==> src/rtl/vspd_pkg.sv <==
// Shared constants, codes and types of the video-over-SPI packet deframer.
package vspd_pkg;

  // Frame geometry.
  localparam int LINE_PIXELS     = 80;
  localparam int SEGMENT_PACKETS = 60;
  localparam int TALL_SEGMENTS   = 4;
  localparam int CHECKED_PACKET  = 20;

  // Derived sizes.
  localparam int PACKET_WORDS = LINE_PIXELS + 2;
  localparam int POS_W        = $clog2(PACKET_WORDS);
  localparam int IDX_W        = $clog2(LINE_PIXELS);
  localparam int LINE_W       = $clog2(SEGMENT_PACKETS * TALL_SEGMENTS + 1);
  localparam int SEGLINE_W    = $clog2(SEGMENT_PACKETS);

  // Fixed field widths.
  localparam int WORD_W = 16;
  localparam int ADDR_W = 15;
  localparam int PID_W  = 12;
  localparam int SEG_W  = 3;

  // ID word layout.
  localparam logic [3:0] DISCARD_NIBBLE = 4'hF;

  // Operation codes.
  localparam logic OP_STREAM  = 1'b0;
  localparam logic OP_RESTART = 1'b1;

  // Configuration register indexes and bus sizes.
  localparam int PADDR_W = 3;
  localparam int PDATA_W = 32;
  localparam logic [PADDR_W-1:0] REG_TALL_FRAME = 3'd0;

  // One result item.
  typedef struct packed {
    logic [WORD_W-1:0] pixel_value;
    logic [ADDR_W-1:0] buffer_address;
    logic              frame_complete;
    logic              sync_lost;
  } vspd_result_t;

endpackage

==> src/rtl/vspd_skid.sv <==
// Two-entry output buffer: result register plus skid register.
module vspd_skid (
  input  logic                  clk,
  input  logic                  rst,
  input  logic                  push,
  input  vspd_pkg::vspd_result_t push_data,
  output logic                  space,
  output logic                  out_valid,
  input  logic                  out_ready,
  output vspd_pkg::vspd_result_t out_data
);

  logic                  skid_valid;
  vspd_pkg::vspd_result_t skid_data;

  // The upstream side may hand over a result whenever the skid entry is free.
  assign space = !skid_valid;

  // Refill the output register when it is empty or being taken; else park in skid.
  always_ff @(posedge clk) begin
    if (rst) begin
      out_valid  <= 1'b0;
      skid_valid <= 1'b0;
    end else if (!out_valid || out_ready) begin
      if (skid_valid) begin
        out_data   <= skid_data;
        out_valid  <= 1'b1;
        skid_valid <= 1'b0;
      end else begin
        out_data  <= push_data;
        out_valid <= push;
      end
    end else if (push) begin
      skid_data  <= push_data;
      skid_valid <= 1'b1;
    end
  end

endmodule

==> src/rtl/video_spi_packet_deframer.sv <==
// Top level of the video-over-SPI packet deframer.
//
// Usage: the input channel (in_valid/in_ready, operation, data_word) carries
// one 16-bit stream word or a restart command per transaction. Each packet is
// an ID word, a CRC word and 80 pixel words; pixels of accepted lines leave on
// the output channel (out_valid/out_ready) with their frame buffer address.
// A packet number mismatch after the first good line, or a segment mismatch
// after the first segment, gives one transaction with sync_lost set; stream
// words are then ignored until a restart. Results leave from a register.
// Throughput is one input transaction per cycle, set by the single register
// stage that holds the deframing state; each word needs only compares and
// counter updates. The output register plus a skid register keep input
// accepted while a result waits; input stalls only once both are full.
// After reset the block waits for a restart command before taking words, and
// tall_frame is 0. The APB port holds tall_frame at address 0, which the user
// must have written only while the block is idle; the block does not enforce it.
module video_spi_packet_deframer (
  input  logic                            clk,
  input  logic                            rst,
  // Configuration port.
  input  logic                            psel,
  input  logic                            penable,
  input  logic                            pwrite,
  input  logic [vspd_pkg::PADDR_W-1:0]    paddr,
  input  logic [vspd_pkg::PDATA_W-1:0]    pwdata,
  output logic [vspd_pkg::PDATA_W-1:0]    prdata,
  output logic                            pready,
  // Input channel.
  input  logic                            in_valid,
  output logic                            in_ready,
  input  logic                            operation,
  input  logic [vspd_pkg::WORD_W-1:0]     data_word,
  // Output channel.
  output logic                            out_valid,
  input  logic                            out_ready,
  output logic [vspd_pkg::WORD_W-1:0]     pixel_value,
  output logic [vspd_pkg::ADDR_W-1:0]     buffer_address,
  output logic                            frame_complete,
  output logic                            sync_lost
);

  // Deframing state.
  logic                             tall_frame;
  logic [vspd_pkg::POS_W-1:0]       word_position, word_position_next;
  logic                             packet_accepted, packet_accepted_next;
  logic [vspd_pkg::LINE_W-1:0]      line_count, line_count_next;
  logic [vspd_pkg::SEGLINE_W-1:0]   segment_line, segment_line_next;
  logic [vspd_pkg::ADDR_W-1:0]      line_base, line_base_next;
  logic [vspd_pkg::SEG_W-1:0]       expected_segment, expected_segment_next;
  logic                             resync_needed, resync_needed_next;

  logic                             in_fire;
  logic                             res_valid;
  vspd_pkg::vspd_result_t           res;
  vspd_pkg::vspd_result_t           out_data;

  logic [vspd_pkg::LINE_W-1:0]      frame_total;
  logic                             frame_full;
  logic [vspd_pkg::PID_W-1:0]       pid;
  logic [vspd_pkg::SEG_W-1:0]       seg;
  logic [vspd_pkg::IDX_W-1:0]       pixel_idx;
  logic                             pid_bad;
  logic                             seg_bad;

  // APB register access.
  assign pready = 1'b1;

  always_ff @(posedge clk) begin
    if (rst) begin
      tall_frame <= 1'b0;
    end else if (psel && penable && pwrite && paddr == vspd_pkg::REG_TALL_FRAME) begin
      tall_frame <= pwdata[0];
    end
  end

  always_comb begin
    prdata = '0;
    if (paddr == vspd_pkg::REG_TALL_FRAME) begin
      prdata[0] = tall_frame;
    end
  end

  assign in_fire = in_valid && in_ready;

  // Header fields and frame limits.
  assign frame_total = tall_frame
                     ? vspd_pkg::LINE_W'(vspd_pkg::SEGMENT_PACKETS * vspd_pkg::TALL_SEGMENTS)
                     : vspd_pkg::LINE_W'(vspd_pkg::SEGMENT_PACKETS);
  assign frame_full  = line_count >= frame_total;
  assign pid         = data_word[vspd_pkg::PID_W-1:0];
  assign seg         = data_word[14:12];
  assign pixel_idx   = vspd_pkg::IDX_W'(word_position - vspd_pkg::POS_W'(2));
  assign pid_bad     = pid != vspd_pkg::PID_W'(segment_line);
  assign seg_bad     = tall_frame && pid == vspd_pkg::PID_W'(vspd_pkg::CHECKED_PACKET)
                       && seg != expected_segment;

  // Per-word deframing decision.
  always_comb begin
    word_position_next    = word_position;
    packet_accepted_next  = packet_accepted;
    line_count_next       = line_count;
    segment_line_next     = segment_line;
    line_base_next        = line_base;
    expected_segment_next = expected_segment;
    resync_needed_next    = resync_needed;
    res_valid             = 1'b0;
    res                   = '0;

    if (operation == vspd_pkg::OP_RESTART) begin
      word_position_next    = '0;
      packet_accepted_next  = 1'b0;
      line_count_next       = '0;
      segment_line_next     = '0;
      line_base_next        = '0;
      expected_segment_next = vspd_pkg::SEG_W'(1);
      resync_needed_next    = 1'b0;
    end else if (!resync_needed) begin
      word_position_next = (word_position == vspd_pkg::POS_W'(vspd_pkg::PACKET_WORDS - 1))
                         ? '0 : word_position + vspd_pkg::POS_W'(1);

      if (word_position == '0) begin
        // ID word: decide whether this packet's pixels are kept.
        packet_accepted_next = 1'b0;
        if (!frame_full && data_word[11:8] != vspd_pkg::DISCARD_NIBBLE) begin
          if (pid_bad || seg_bad) begin
            if ((pid_bad && line_count == '0) ||
                (!pid_bad && expected_segment == vspd_pkg::SEG_W'(1))) begin
              // Mismatch before the frame is under way: quietly wait again.
              line_count_next       = '0;
              segment_line_next     = '0;
              line_base_next        = '0;
              expected_segment_next = vspd_pkg::SEG_W'(1);
            end else begin
              resync_needed_next = 1'b1;
              res_valid          = 1'b1;
              res.sync_lost      = 1'b1;
            end
          end else begin
            packet_accepted_next = 1'b1;
          end
        end
      end else if (word_position != vspd_pkg::POS_W'(1) && packet_accepted) begin
        // Pixel word of an accepted line.
        res_valid          = 1'b1;
        res.pixel_value    = data_word;
        res.buffer_address = line_base + vspd_pkg::ADDR_W'(pixel_idx);
        if (pixel_idx == vspd_pkg::IDX_W'(vspd_pkg::LINE_PIXELS - 1)) begin
          line_count_next      = line_count + vspd_pkg::LINE_W'(1);
          line_base_next       = line_base + vspd_pkg::ADDR_W'(vspd_pkg::LINE_PIXELS);
          packet_accepted_next = 1'b0;
          if (segment_line == vspd_pkg::SEGLINE_W'(vspd_pkg::SEGMENT_PACKETS - 1)) begin
            segment_line_next     = '0;
            expected_segment_next = expected_segment + vspd_pkg::SEG_W'(1);
          end else begin
            segment_line_next = segment_line + vspd_pkg::SEGLINE_W'(1);
          end
          res.frame_complete = (line_count + vspd_pkg::LINE_W'(1)) == frame_total;
        end
      end
    end
  end

  // State register, updated on each accepted transaction.
  always_ff @(posedge clk) begin
    if (rst) begin
      word_position    <= '0;
      packet_accepted  <= 1'b0;
      line_count       <= '0;
      segment_line     <= '0;
      line_base        <= '0;
      expected_segment <= vspd_pkg::SEG_W'(1);
      resync_needed    <= 1'b1;
    end else if (in_fire) begin
      word_position    <= word_position_next;
      packet_accepted  <= packet_accepted_next;
      line_count       <= line_count_next;
      segment_line     <= segment_line_next;
      line_base        <= line_base_next;
      expected_segment <= expected_segment_next;
      resync_needed    <= resync_needed_next;
    end
  end

  // Result register with skid entry.
  vspd_skid u_skid (
    .clk       (clk),
    .rst       (rst),
    .push      (in_fire && res_valid),
    .push_data (res),
    .space     (in_ready),
    .out_valid (out_valid),
    .out_ready (out_ready),
    .out_data  (out_data)
  );

  assign pixel_value    = out_data.pixel_value;
  assign buffer_address = out_data.buffer_address;
  assign frame_complete = out_data.frame_complete;
  assign sync_lost      = out_data.sync_lost;

endmodule

==> config.mk <==
export PLATFORM = sky130hd
export DESIGN_NAME = video_spi_packet_deframer
export DESIGN_NICKNAME = d
export VERILOG_FILES = /design/src/rtl/vspd_pkg.sv /design/src/rtl/vspd_skid.sv /design/src/rtl/video_spi_packet_deframer.sv
export SDC_FILE = /design/constraint.sdc
export NUM_CORES = 1
export LEC_CHECK = 0
export ABC_AREA = 1
export BUFFER_PORTS_ARGS = -buffer_cell sky130_fd_sc_hd__buf_2
export CAP_MARGIN = 5
export CORE_MARGIN = 10
export CORE_UTILIZATION = 60
export CTS_CLUSTER_SIZE = 40
export DETAILED_ROUTE_END_ITERATION = 8
export PLACE_DENSITY = 0.86
export REMOVE_ABC_BUFFERS = 1
export SYNTH_ARGS = -nofsm -noshare
export SYNTH_HDL_FRONTEND = slang
export SYNTH_SLANG_ARGS = --single-unit
==> constraint.sdc <==
create_clock -name clk -period 8.83 [get_ports clk]
set_clock_uncertainty 0.1 [all_clocks]
set_input_delay 2.2075 -clock clk [delete_from_list [all_inputs] [get_ports clk]]
set_output_delay 2.2075 -clock clk [all_outputs]
set_load 0.02 [all_outputs]
Yosys cells after proc, flatten, opt, wreduce, memory -nomap -nowiden. Cells that the tools add are included.

Bits in registers: 110. Bits of input ports: 59.

Eq/ne operators: 14. Add/subtract/negate cells: 7. Order comparisons: 1. Bitwise logic cells: 2. Reduce and logical (&&, ||, !) cells: 31. Multiplexer cells: 63.

Operators by type and width (count): 15-bit 2-to-1 mux (8); 33-bit 2-to-1 mux (3); 8-bit 2-to-1 mux (9); 32-bit 2-to-1 mux (2); 6-bit 2-to-1 mux (9); 3-bit 2-to-1 mux (9); 7-bit 2-to-1 mux (3); 1-bit 2-to-1 mux (20); 15-bit by 7-bit adder with 15-bit output (1); 15-bit by 7-bit adder with 15-bit output (second input constant) (1); 7-bit == test (second input constant) (2); 12-bit by 5-bit == test with 1-bit output (second input constant) (1); 12-bit by 6-bit inequality test with 1-bit output (1); 1-bit logical AND (11); 3-bit by 2-bit inequality test with 1-bit output (second input constant) (3); 3-bit nonzero test (3); 8-bit by 1-bit adder with 8-bit output (second input constant) (1); 8-bit == test (1); 8-bit >= comparator (1); 8-bit zero test (1); 8-bit AND reduction (1); 7-bit by 1-bit adder with 7-bit output (second input constant) (1); 7-bit zero test (1); 7-bit by 1-bit inequality test with 1-bit output (second input constant) (1); 17 further kinds (24).

Longest topological paths before layout. Gate-level depths: netlist of run 1.

Word-level depth: 12. Depth in mapped cells: 17.

Modules after synthesis. A second synthesis of run 1 with hierarchy kept.

Cell total of the unflattened synthesis: 791. Area, all modules: 6309.8 um^2.

Modules (own cells, without submodules): video_spi_packet_deframer (seq. area each 760.7 um^2, area an instance 3727.3 um^2, instances 1, cells an instance 606); vspd_skid (seq. area each 2021.9 um^2, area an instance 2582.5 um^2, instances 1, cells an instance 185).

Worst setup path after synthesis of run 1. No wires, ideal clock.

Path type: input to output. Start point: in paddr[1] in the netlist's numbering. End point: out prdata[0] in the netlist's numbering. Required time: 6523 ps. Buffers on the path: 0. Arrival time: 2927 ps. Stages: 1. Setup slack: 3596 ps. Cell sequence: nor4_1.

Word-level cells in the longest chain between the ends: 2.

RTL lines: start: declaration (line video_spi_packet_deframer.sv:24) `input logic [vspd_pkg::PADDR_W-1:0] paddr,`; 3-bit zero test (line video_spi_packet_deframer.sv:78) `if (paddr == vspd_pkg::REG_TALL_FRAME) begin`; 1-bit 2-to-1 mux (line video_spi_packet_deframer.sv:78); end: declaration (line video_spi_packet_deframer.sv:26) `output logic [vspd_pkg::PDATA_W-1:0] prdata,`.

No other way between the ends.

Worst setup path after layout of run 1. Same ends and word-level chain as after synthesis.

==> results of run 1 <==
synth_stat cells, types with 10 or more instances:
cell	count
nor3_1	16
xor2_1	17
a21oi_2	10
buf_4	35
inv_1	84
dfxtp_1	40
o21ai_0	14
nand3_1	38
edfxtp_1	66
nor2_1	91
nand2_1	258
o21ai_1	11
clkbuf_1	13
a21oi_1	22
ha_1	22
through the flow:
| step | power, W | worst slack (ns) | hold slack, ns |
|---|---|---|---|
| floorplan | 0.000677 | 3.60 | 0.331 |
| global placement | 0.000716 | 3.77 | 0.359 |
| detailed placement | 0.000721 | 3.75 | 0.365 |
| CTS | 0.00102 | 3.75 | 0.389 |
| global route | 0.00107 | 3.68 | 0.407 |
| finish | 0.00102 | 3.77 | 0.383 |
critical path: stages:
cell    delay (ns)
buf_2         0.10
nor4_1        0.23
buf_2         0.20
cell families after synthesis:
family | Yosys count | share of synthesized area [%]
compound gates | 66 | 6.26
other cells | 2 | 0.120
fa+ha+maj | 22 | 4.40
simple gates | 442 | 30.4
xor+xnor | 22 | 3.08
flops | 106 | 44.5
buf+inv | 148 | 11.2
layout make-up:
cell class / instances / area (sq um) / share of cell area (%)
clock buffers: 10 / 128 / 1.90
clock inverters: 6 / 66.3 / 0.985
inverters: 95 / 357 / 5.30
multi-input cells: 585 / 2890 / 43.0
flip-flops and latches: 106 / 2780 / 41.3
well taps: 136 / 170 / 2.53
repair buffers: 66 / 338 / 5.02
state kept, by name, indices dropped and copies added, names as in the netlist:
register,count
u_skid.out_data,33
resync_needed,1
expected_segment,3
u_skid.skid_data,33
u_skid.skid_valid,1
line_count,8
tall_frame,1
u_skid.out_valid,1
packet_accepted,1
segment_line,6
line_base,11
word_position,7
how the worst max path moves through the flow:
stage / startpoint / to / cells past startpoint
final: paddr[1] / prdata[0] / 3
after global routing: paddr[1] / prdata[0] / 3
after CTS: paddr[1] / prdata[0] / 3
after detailed placement: paddr[1] / prdata[0] / 3
after global placement: paddr[1] / prdata[0] / 3
after floorplan: paddr[1] / prdata[0] / 1
where the power goes:
part           internal, W  switching (W)  total [W]
combinational    0.0000487       0.000114   0.000163
clock             0.000132       0.000173   0.000306
sequential        0.000537      0.0000126   0.000550
per-layer routing:
| metal | up-vias | share of wire, % | track usage (%) |
|---|---|---|---|
| met5 | - | 0 | 0 |
| met4 | 0 | 1.9 | 7.29 |
| met3 | 16 | 7.3 | 3.89 |
| met2 | 165 | 48 | 30.7 |
| met1 | 2377 | 43 | 22.7 |
| li1 | 2624 | - | - |
==> out/results.tsv, run 1 <==
metric	value	unit
status	finished, final reports clean	
clock sinks	106	
cells after synthesis	808	
Final Hold Violating Endpoints	0	
Critical Path Start Type	input pin	
H-tree levels	3	
cell taking the most area after synthesis	edfxtp_1	
IO Port Bufs	63	
CTS Buffer Depth	2	
Post-synth EDFFs	66	
Synth Register Bits	106	
Finished Core Util	65.8	%
CP Class	input pin to output port	
unrepaired setup endpoints after global routing	false	
share of the clock period used by the worst path	57.3	%
share of cells above drive strength 1	14.1	%
Core Region	10200	sq um
syn_area_per_cell	7.74	sq um
Worst-Margin Slew	0.648	ns
Synth async-reset ratio	0	%
vias in the first global route	4932	
IO Pins	127	
TritonCTS clock tree	built	
setup TNS	0	ns
via-per-instance ratio	5.16	
Peak VDD IR	0.0000810	V
Synth-to-Final Area Change	7.62	%
Root Buffer	clkbuf_8	
worst-path fanout max	2	
fillers	909	
worst hold path type	flop to flop	
final setup fails	0	
first-iteration detailed-routing DRC count	422	
commonest non-fill, non-tap cell in the layout	nand2_1	
total CTS buffers	9	
Yosys top cell area share	31.7	%
Hold EP	packet_accepted$_SDFFE_PP0P_	
Post-layout nets	944	
non-filler instance count after layout	1004	
hold bufs inserted after CTS	0	
first drt pass iteration count	5	
Global Route Usage Sum	18.4	%
ANT nets after route	0	
PwrDens	151	nW/um^2
largest net degree at the start of global routing	37	
cts repair resizes	0	
Initial Utilization	61.2	%
Hold Startpoint	packet_accepted$_SDFFE_PP0P_	
most used flip-flop cell after synthesis	edfxtp_1	
Die ar.	14900	sq um
reg-to-reg endpoint	u_skid.skid_data[8]$_DFFE_PP_	
worst reg-to-reg path cell count	10	
dpl cells	988	
Setup crit end kind	output port	
WL per Instance	13.4	microns
drt total wl	13500	microns
yosys warns	0	
mapped cell area	6260	sq um
Leak Pwr	3.19	nW
fmax	0.198	GHz
initial antenna violation count	0	
Synth area leaders	edfxtp_1 32%, nand2_1 15%, dfxtp_1 13%	
row cnt	37	
Setup Buffers After CTS	0	
hold path depth	2	
Synth cell types	44	
clock-pin slew on the worst setup and hold paths	0.10	ns
insertion delay to the later sink of the worst-skew pair	0.39	ns
Die X	122	microns
Vias	5182	
minimum clock period	5.06	ns
Vert. Die Dim	122	microns
Slew HR	56.8	%
Max Cap Viol	0	
DP Area	6540	sq um
GR Overflow Total	0	
Final Max Tran Viols	0	
sequential area share after synthesis	44.5	%
global placement routability congestion	0.918	
most frequent cells in the layout	258 x nand2_1, 89 x nor2_1, 84 x inv_1	
worst reg2reg path startpoint	word_position[1]$_SDFFE_PP0P_	
global-route wire length before repair	22500	microns
final instance area	6730	sq um
number of diodes	0	
DRC	0	
WP data required	6.52	ns
dpl hpwl	9640	microns
R2R Setup Slk	5.52	ns
Data arrival, critical path	2.75	ns
(Power assumes the default switching activity.)
==> run 2, diff against run 1 <==
Settings changed: CORE_UTILIZATION 60 to 56, PLACE_DENSITY 0.86 to 0.81.
Clock period 8.83 ns to 5.25 ns, I/O delays scaled along.
==> out/results.tsv, run 2 (same netlist as run 1, synthesis figures left out) <==
metric	value	unit	change
Root Buffer	clkbuf_8		unchanged
status	finished, final reports clean		unchanged
Slowest Stage Delay on Critical Path	0.26	ns	was 0.23 ns
power share of the sequential group	54.6	%	was 54.0%
Leak Pwr	3.19	nW	about the same
net switching power	0.000496	W	was 0.000300 W
number of diodes	0		unchanged
Die ar.	15800	sq um	was 14900 sq um
clock-pin slew on the worst setup and hold paths	0.10	ns	about the same
CP Capture Point	prdata[0]		unchanged
power share of the clock group	29.5	%	was 30.0%
Final Max Tran Viols	0		unchanged
clock sinks	106		unchanged
Placement Setup Slack	1.72	ns	was 3.75 ns
R2R Setup Slk	2.26	ns	was 5.52 ns
share of the clock period used by the worst path	62.9	%	
worst-path fanout max	2		unchanged
worst reg-to-reg path cell count	11		was 10
IO Pins	127		unchanged
Max Cap Viol	0		unchanged
Critical Path Start Type	input pin		unchanged
CP Class	input pin to output port		unchanged
via-per-instance ratio	5.08		was 5.16
Initial Utilization	57.5	%	was 61.2%
CP startpoint	paddr[1]		unchanged
GR Overflow Total	0		unchanged
WL per Instance	13.4	microns	about the same
global-route wire length before repair	22800	microns	was 22500 microns
switch share	29.3	%	was 29.5%
Die X	126	microns	was 122 microns
DRC	0		unchanged
share of cells above drive strength 1	13.9	%	was 14.1%
dpl hpwl	9680	microns	was 9640 microns
row cnt	38		was 37
insertion delay to the later sink of the worst-skew pair	0.38	ns	was 0.39 ns
Data arrival, critical path	1.89	ns	was 2.75 ns
Peak VDD IR	0.000116	V	was 0.0000810 V
Worst-Margin Slew	1.01	ns	was 0.648 ns
slack of the critical path	1.95	ns	was 3.77 ns
first drt pass iteration count	5		unchanged
Synth-to-Final Area Change	7.70	%	was 7.62%
Vias	5124		was 5182
IO Port Bufs	63		unchanged
largest net degree at the start of global routing	37		unchanged
CTS Buffer Depth	2		unchanged
Slew HR	32.2	%	was 56.8%
cell repeated most along the worst path	buf_2		unchanged
Setup Buffers After CTS	0		unchanged
reg-to-reg endpoint	segment_line[1]$_SDFFE_PP0P_		was u_skid.skid_data[8]$_DFFE_PP_
PwrDens	251	nW/um^2	was 151 nW/um^2
cell-internal power	0.00120	W	was 0.000718 W
initial antenna violation count	0		unchanged
first-iteration detailed-routing DRC count	457		was 422
hold bufs inserted after CTS	0		unchanged
worst reg2reg path startpoint	u_skid.skid_valid$_SDFFE_PP0P_		was word_position[1]$_SDFFE_PP0P_
drt total wl	13500	microns	about the same
TritonCTS clock tree	built		unchanged
biggest regs	u_skid.out_data (33), u_skid.skid_data (33), line_base (11)		unchanged
Final Hold Violating Endpoints	0		unchanged
hold path depth	2		unchanged
Post-layout nets	944		unchanged
unrepaired setup endpoints after global routing	false		unchanged
Hold Startpoint	packet_accepted$_SDFFE_PP0P_		unchanged
WP data required	3.84	ns	was 6.52 ns
CP cell instances	buf_2 > nor4_1 > buf_2		unchanged
final setup fails	0		unchanged
worst hold path type	flop to flop		unchanged
global placement routability congestion	0.883		was 0.918
Setup crit end kind	output port		unchanged
commonest non-fill, non-tap cell in the layout	nand2_1		unchanged
setup TNS	0	ns	unchanged
fmax	0.303	GHz	
Global Route Usage Sum	17.0	%	was 18.4%
vias in the first global route	4854		was 4932
ANT nets after route	0		unchanged
Comb pwr share	16.0	%	about the same
minimum clock period	3.30	ns	
Core Region	10900	sq um	was 10200 sq um
cts repair resizes	0		unchanged
H-tree levels	3		unchanged
Vert. Die Dim	126	microns	was 122 microns
most frequent cells in the layout	258 x nand2_1, 89 x nor2_1, 84 x inv_1		unchanged
total CTS buffers	9		unchanged
critical path's slowest cell	nor4_1		unchanged
==> run 2: cell count changes in the layout (fill, tap and decap cells not counted) <==
cell,previous run,this run
nor2_2,4,3
inv_4,1,0
clkbuf_8,9,10
nor2_4,2,3
clkinv_2,1,2
clkinv_4,1,0
bufinv_16,1,0
clkbuf_16,0,1
clkinvlp_4,1,0
clkinv_1,2,3
==> run 2: per-stage QoR <==
step	cells	hold slack, ns	power [W]	cell area, sq um	util [%]
after detailed placement	992	0.367	0.00121	6550	60.2
after global routing	1008	0.426	0.00177	6740	61.9
after floorplan	786	0.331	0.00114	6030	-
after global placement	992	0.363	0.00121	6550	60.2
final	1008	0.390	0.00169	6740	61.9
after CTS	1008	0.384	0.00170	6740	61.9
==> run 2: worst min-delay path by stage <==
stage / slack (ns) / to
detailed placement: 0.37 / packet_accepted$_SDFFE_PP0P_
global placement: 0.36 / packet_accepted$_SDFFE_PP0P_
global route: 0.43 / packet_accepted$_SDFFE_PP0P_
finish: 0.39 / packet_accepted$_SDFFE_PP0P_
floorplan: 0.33 / packet_accepted$_SDFFE_PP0P_
CTS: 0.38 / packet_accepted$_SDFFE_PP0P_
==> run 2: layer usage <==
metal	routed length [microns]	up-vias	GRT usage, %
met2	6220	180	27.9
met1	6050	2290	21.5
met4	230	0	5.62
met5	0	-	0
met3	1020	19	3.94
li1	-	2635	-
==> run 2: power groups by stage <==
stage          Combinational, W  Clock [W]  Sequential [W]
3_5_place_dp           0.000267          0        0.000944
3_3_place_gp           0.000263          0        0.000942
2_1_floorplan          0.000185          0        0.000954
4_1_cts                0.000269   0.000508        0.000925
6_report               0.000271   0.000499        0.000925
5_1_grt                0.000307   0.000534        0.000929
==> run 2: layout make-up <==
class / count / area, sq um
clock inverter: 4 / 22.5
fill: 986 / 4150
clock buffer: 12 / 166
multi-input combinational: 585 / 2900
inverter: 95 / 357
timing repair buffer: 66 / 338
sequential: 106 / 2780
tap: 140 / 175
==> run 2: critical path, delay by kind of cell <==
family	cells	cell delay [ns]
buffers and inverters	2	0.31
and+or+nand+nor	1	0.26
==> run 3, diff against run 2 <==
Settings changed: ABC_AREA 1 to 0, CORE_UTILIZATION 56 to 55, PLACE_DENSITY 0.81 to 0.8.
Clock period 5.25 ns to 3.46 ns, I/O delays scaled along.
==> out/results.tsv, run 3 <==
metric	value	unit	change
status	finished, final reports clean		unchanged
H-tree levels	3		unchanged
Worst-Margin Slew	0.725	ns	was 1.01 ns
clock-pin slew on the worst setup and hold paths	0.10	ns	about the same
IO Pins	127		unchanged
Synth area leaders	edfxtp_1 33%, dfxtp_1 13%, ha_1 4.6%		was edfxtp_1 32%, nand2_1 15%, dfxtp_1 13%
Root Buffer	clkbuf_8		unchanged
Final Hold Violating Endpoints	0		unchanged
WL per Instance	17.5	microns	was 13.4 microns
IO Port Bufs	63		unchanged
cts repair resizes	0		unchanged
CTS Buffer Depth	2		unchanged
total CTS buffers	9		unchanged
Slew HR	51.6	%	was 32.2%
most frequent cells in the layout	66 x edfxtp_1, 63 x buf_2, 48 x nand2_1		was 258 x nand2_1, 89 x nor2_1, 84 x inv_1
Yosys top cell area share	33.2	%	was 31.7%
Synth-to-Final Area Change	10.0	%	was 7.70%
non-filler instance count after layout	795		was 1008
Post-layout nets	735		was 944
vias in the first global route	4651		was 4854
met1 Use GR	23.3	%	was 21.5%
first-iteration detailed-routing DRC count	428		was 457
largest net degree at the start of global routing	34		was 37
Die X	124	microns	was 126 microns
Core Region	10500	sq um	was 10900 sq um
Post-synth EDFFs	66		unchanged
worst-path fanout max	6		was 2
GR Util met2	29.6	%	was 27.9%
insertion delay to the later sink of the worst-skew pair	0.38	ns	about the same
biggest regs	u_skid.out_data (33), u_skid.skid_data (33), line_base (11)		unchanged
number of diodes	0		unchanged
CP Class	flop to flop		was input pin to output port
Setup Buffers After CTS	0		unchanged
initial antenna violation count	0		unchanged
sequential area share after synthesis	46.7	%	was 44.5%
row cnt	37		was 38
top cells by count, synth	66 x edfxtp_1, 48 x nand2_1, 46 x nor2_1		was 258 x nand2_1, 91 x nor2_1, 84 x inv_1
Vias	4672		was 5124
TritonCTS clock tree	built		unchanged
share of cells above drive strength 1	20.8	%	was 13.9%
dpl cells	779		was 992
fmax	0.318	GHz	
GRT Max-Usage Layer	met2		unchanged
final setup fails	0		unchanged
first drt pass iteration count	5		unchanged
worst hold path type	flop to flop		unchanged
Synth async-reset ratio	0	%	unchanged
cell taking the most area after synthesis	edfxtp_1		unchanged
share of the clock period used by the worst path	91.0	%	
commonest non-fill, non-tap cell in the layout	edfxtp_1		was nand2_1
dpl hpwl	10300	microns	was 9680 microns
Peak VDD IR	0.000181	V	was 0.000116 V
met3 usage	3.76	%	was 3.94%
WP data required	3.49	ns	was 3.84 ns
clock sinks	106		unchanged
GR Overflow Total	0		unchanged
Critical Path Start Type	flop		was input pin
PwrDens	346	nW/um^2	was 251 nW/um^2
cell with the most instances after synthesis	edfxtp_1		was nand2_1
minimum clock period	3.15	ns	
DRC	0		unchanged
Final Max Tran Viols	0		unchanged
setup TNS	0	ns	unchanged
Die ar.	15400	sq um	was 15800 sq um
Setup crit end kind	flop		was output port
global-route wire length before repair	22600	microns	was 22800 microns
most used flip-flop cell after synthesis	edfxtp_1		unchanged
global placement routability congestion	0.887		was 0.883
Global Route Usage Sum	18.2	%	was 17.0%
via-per-instance ratio	5.88		was 5.08
Data arrival, critical path	3.18	ns	was 1.89 ns
drt total wl	13900	microns	was 13500 microns
cells after synthesis	586		was 808
syn_area_per_cell	10.2	sq um	was 7.74 sq um
yosys warns	0		unchanged
Synth Register Bits	106		unchanged
Leak Pwr	2.51	nW	was 3.19 nW
ANT nets after route	0		unchanged
unrepaired setup endpoints after global routing	false		unchanged
Initial Utilization	57.0	%	was 57.5%
Vert. Die Dim	124	microns	was 126 microns
mapped cell area	5960	sq um	was 6260 sq um
Synth cell types	72		was 44
Max Cap Viol	0		unchanged
hold bufs inserted after CTS	0		unchanged
[run 3: changes by cell type in the layout (fill, tap and decap cells not counted), sizes merged, moves of 10 or more]
cell / delta
nand2: -216
inv: -62
nor2: -50
nand3: -22
and2: +20
buf: +19
mux2: +18
o31ai: +16
xnor2: +16
o21ai: -11
o32ai: +10
[run 3: critical path, cell delays in order (launching register included)]
cell     delay (ns)
dfxtp_1        0.48
inv_1          0.15
ha_1           0.24
nor3b_1        0.16
xnor2_1        0.25
inv_1          0.11
ha_1           0.32
a21oi_1        0.19
o41ai_2        0.13
a21oi_1        0.35
nor2_1         0.11
xnor2_1        0.22
o31ai_1        0.10
[run 3: per-stage QoR]
step | util [%] | instance area, sq um | power (W) | setup slack (ns) | hold WS, ns
2_1_floorplan | - | 5710 | 0.00151 | -1.32 | 0.344
3_3_place_gp | 61.1 | 6390 | 0.00158 | 0.0601 | 0.379
3_5_place_dp | 61.1 | 6390 | 0.00159 | 0.0501 | 0.392
4_1_cts | 62.7 | 6560 | 0.00227 | 0.343 | 0.406
5_1_grt | 62.7 | 6560 | 0.00234 | 0.0900 | 0.446
6_report | 62.7 | 6560 | 0.00227 | 0.312 | 0.408
[run 3: kinds of logic after synthesis]
family,share of synthesized area (%)
buffers and inverters,8.08
muxes,4.07
other,0.126
AOI/OAI and AO/OA,14.4
adders and majority gates,4.62
and+or+nand+nor,17.6
DFF,46.7
xor gates and xnor gates,4.41
[run 3: layout make-up]
class                      instances  area, sq um
inverter                          30          113
timing repair buffer              85          493
clock inverter                     7         43.8
tap                              136          170
clock buffer                       9          124
multi-input combinational        422         2830
sequential                       106         2780
fill                             854         3900
[run 3: path summary, 6_finish.rpt]
kind	from	end	slack, ns	cells after the start
min	packet_accepted$_SDFFE_PP0P_	packet_accepted$_SDFFE_PP0P_	0.41	2
max reg2reg	word_position[2]$_SDFFE_PP0P_	u_skid.out_data[16]$_DFFE_PP_	0.31	12
min reg2reg	packet_accepted$_SDFFE_PP0P_	packet_accepted$_SDFFE_PP0P_	0.41	2
max	word_position[2]$_SDFFE_PP0P_	u_skid.out_data[16]$_DFFE_PP_	0.31	12
[run 3: power breakdown]
group          internal [W]  switching [W]
registers           0.00135     0.00000839
logic             0.0000587       0.000153
clock network      0.000261       0.000443
[run 3: routing by layer]
layer	up-vias	share of wire, %
met5	-	0
met4	0	2.2
met3	30	6.9
met2	192	49
met1	2237	42
li1	2213	-
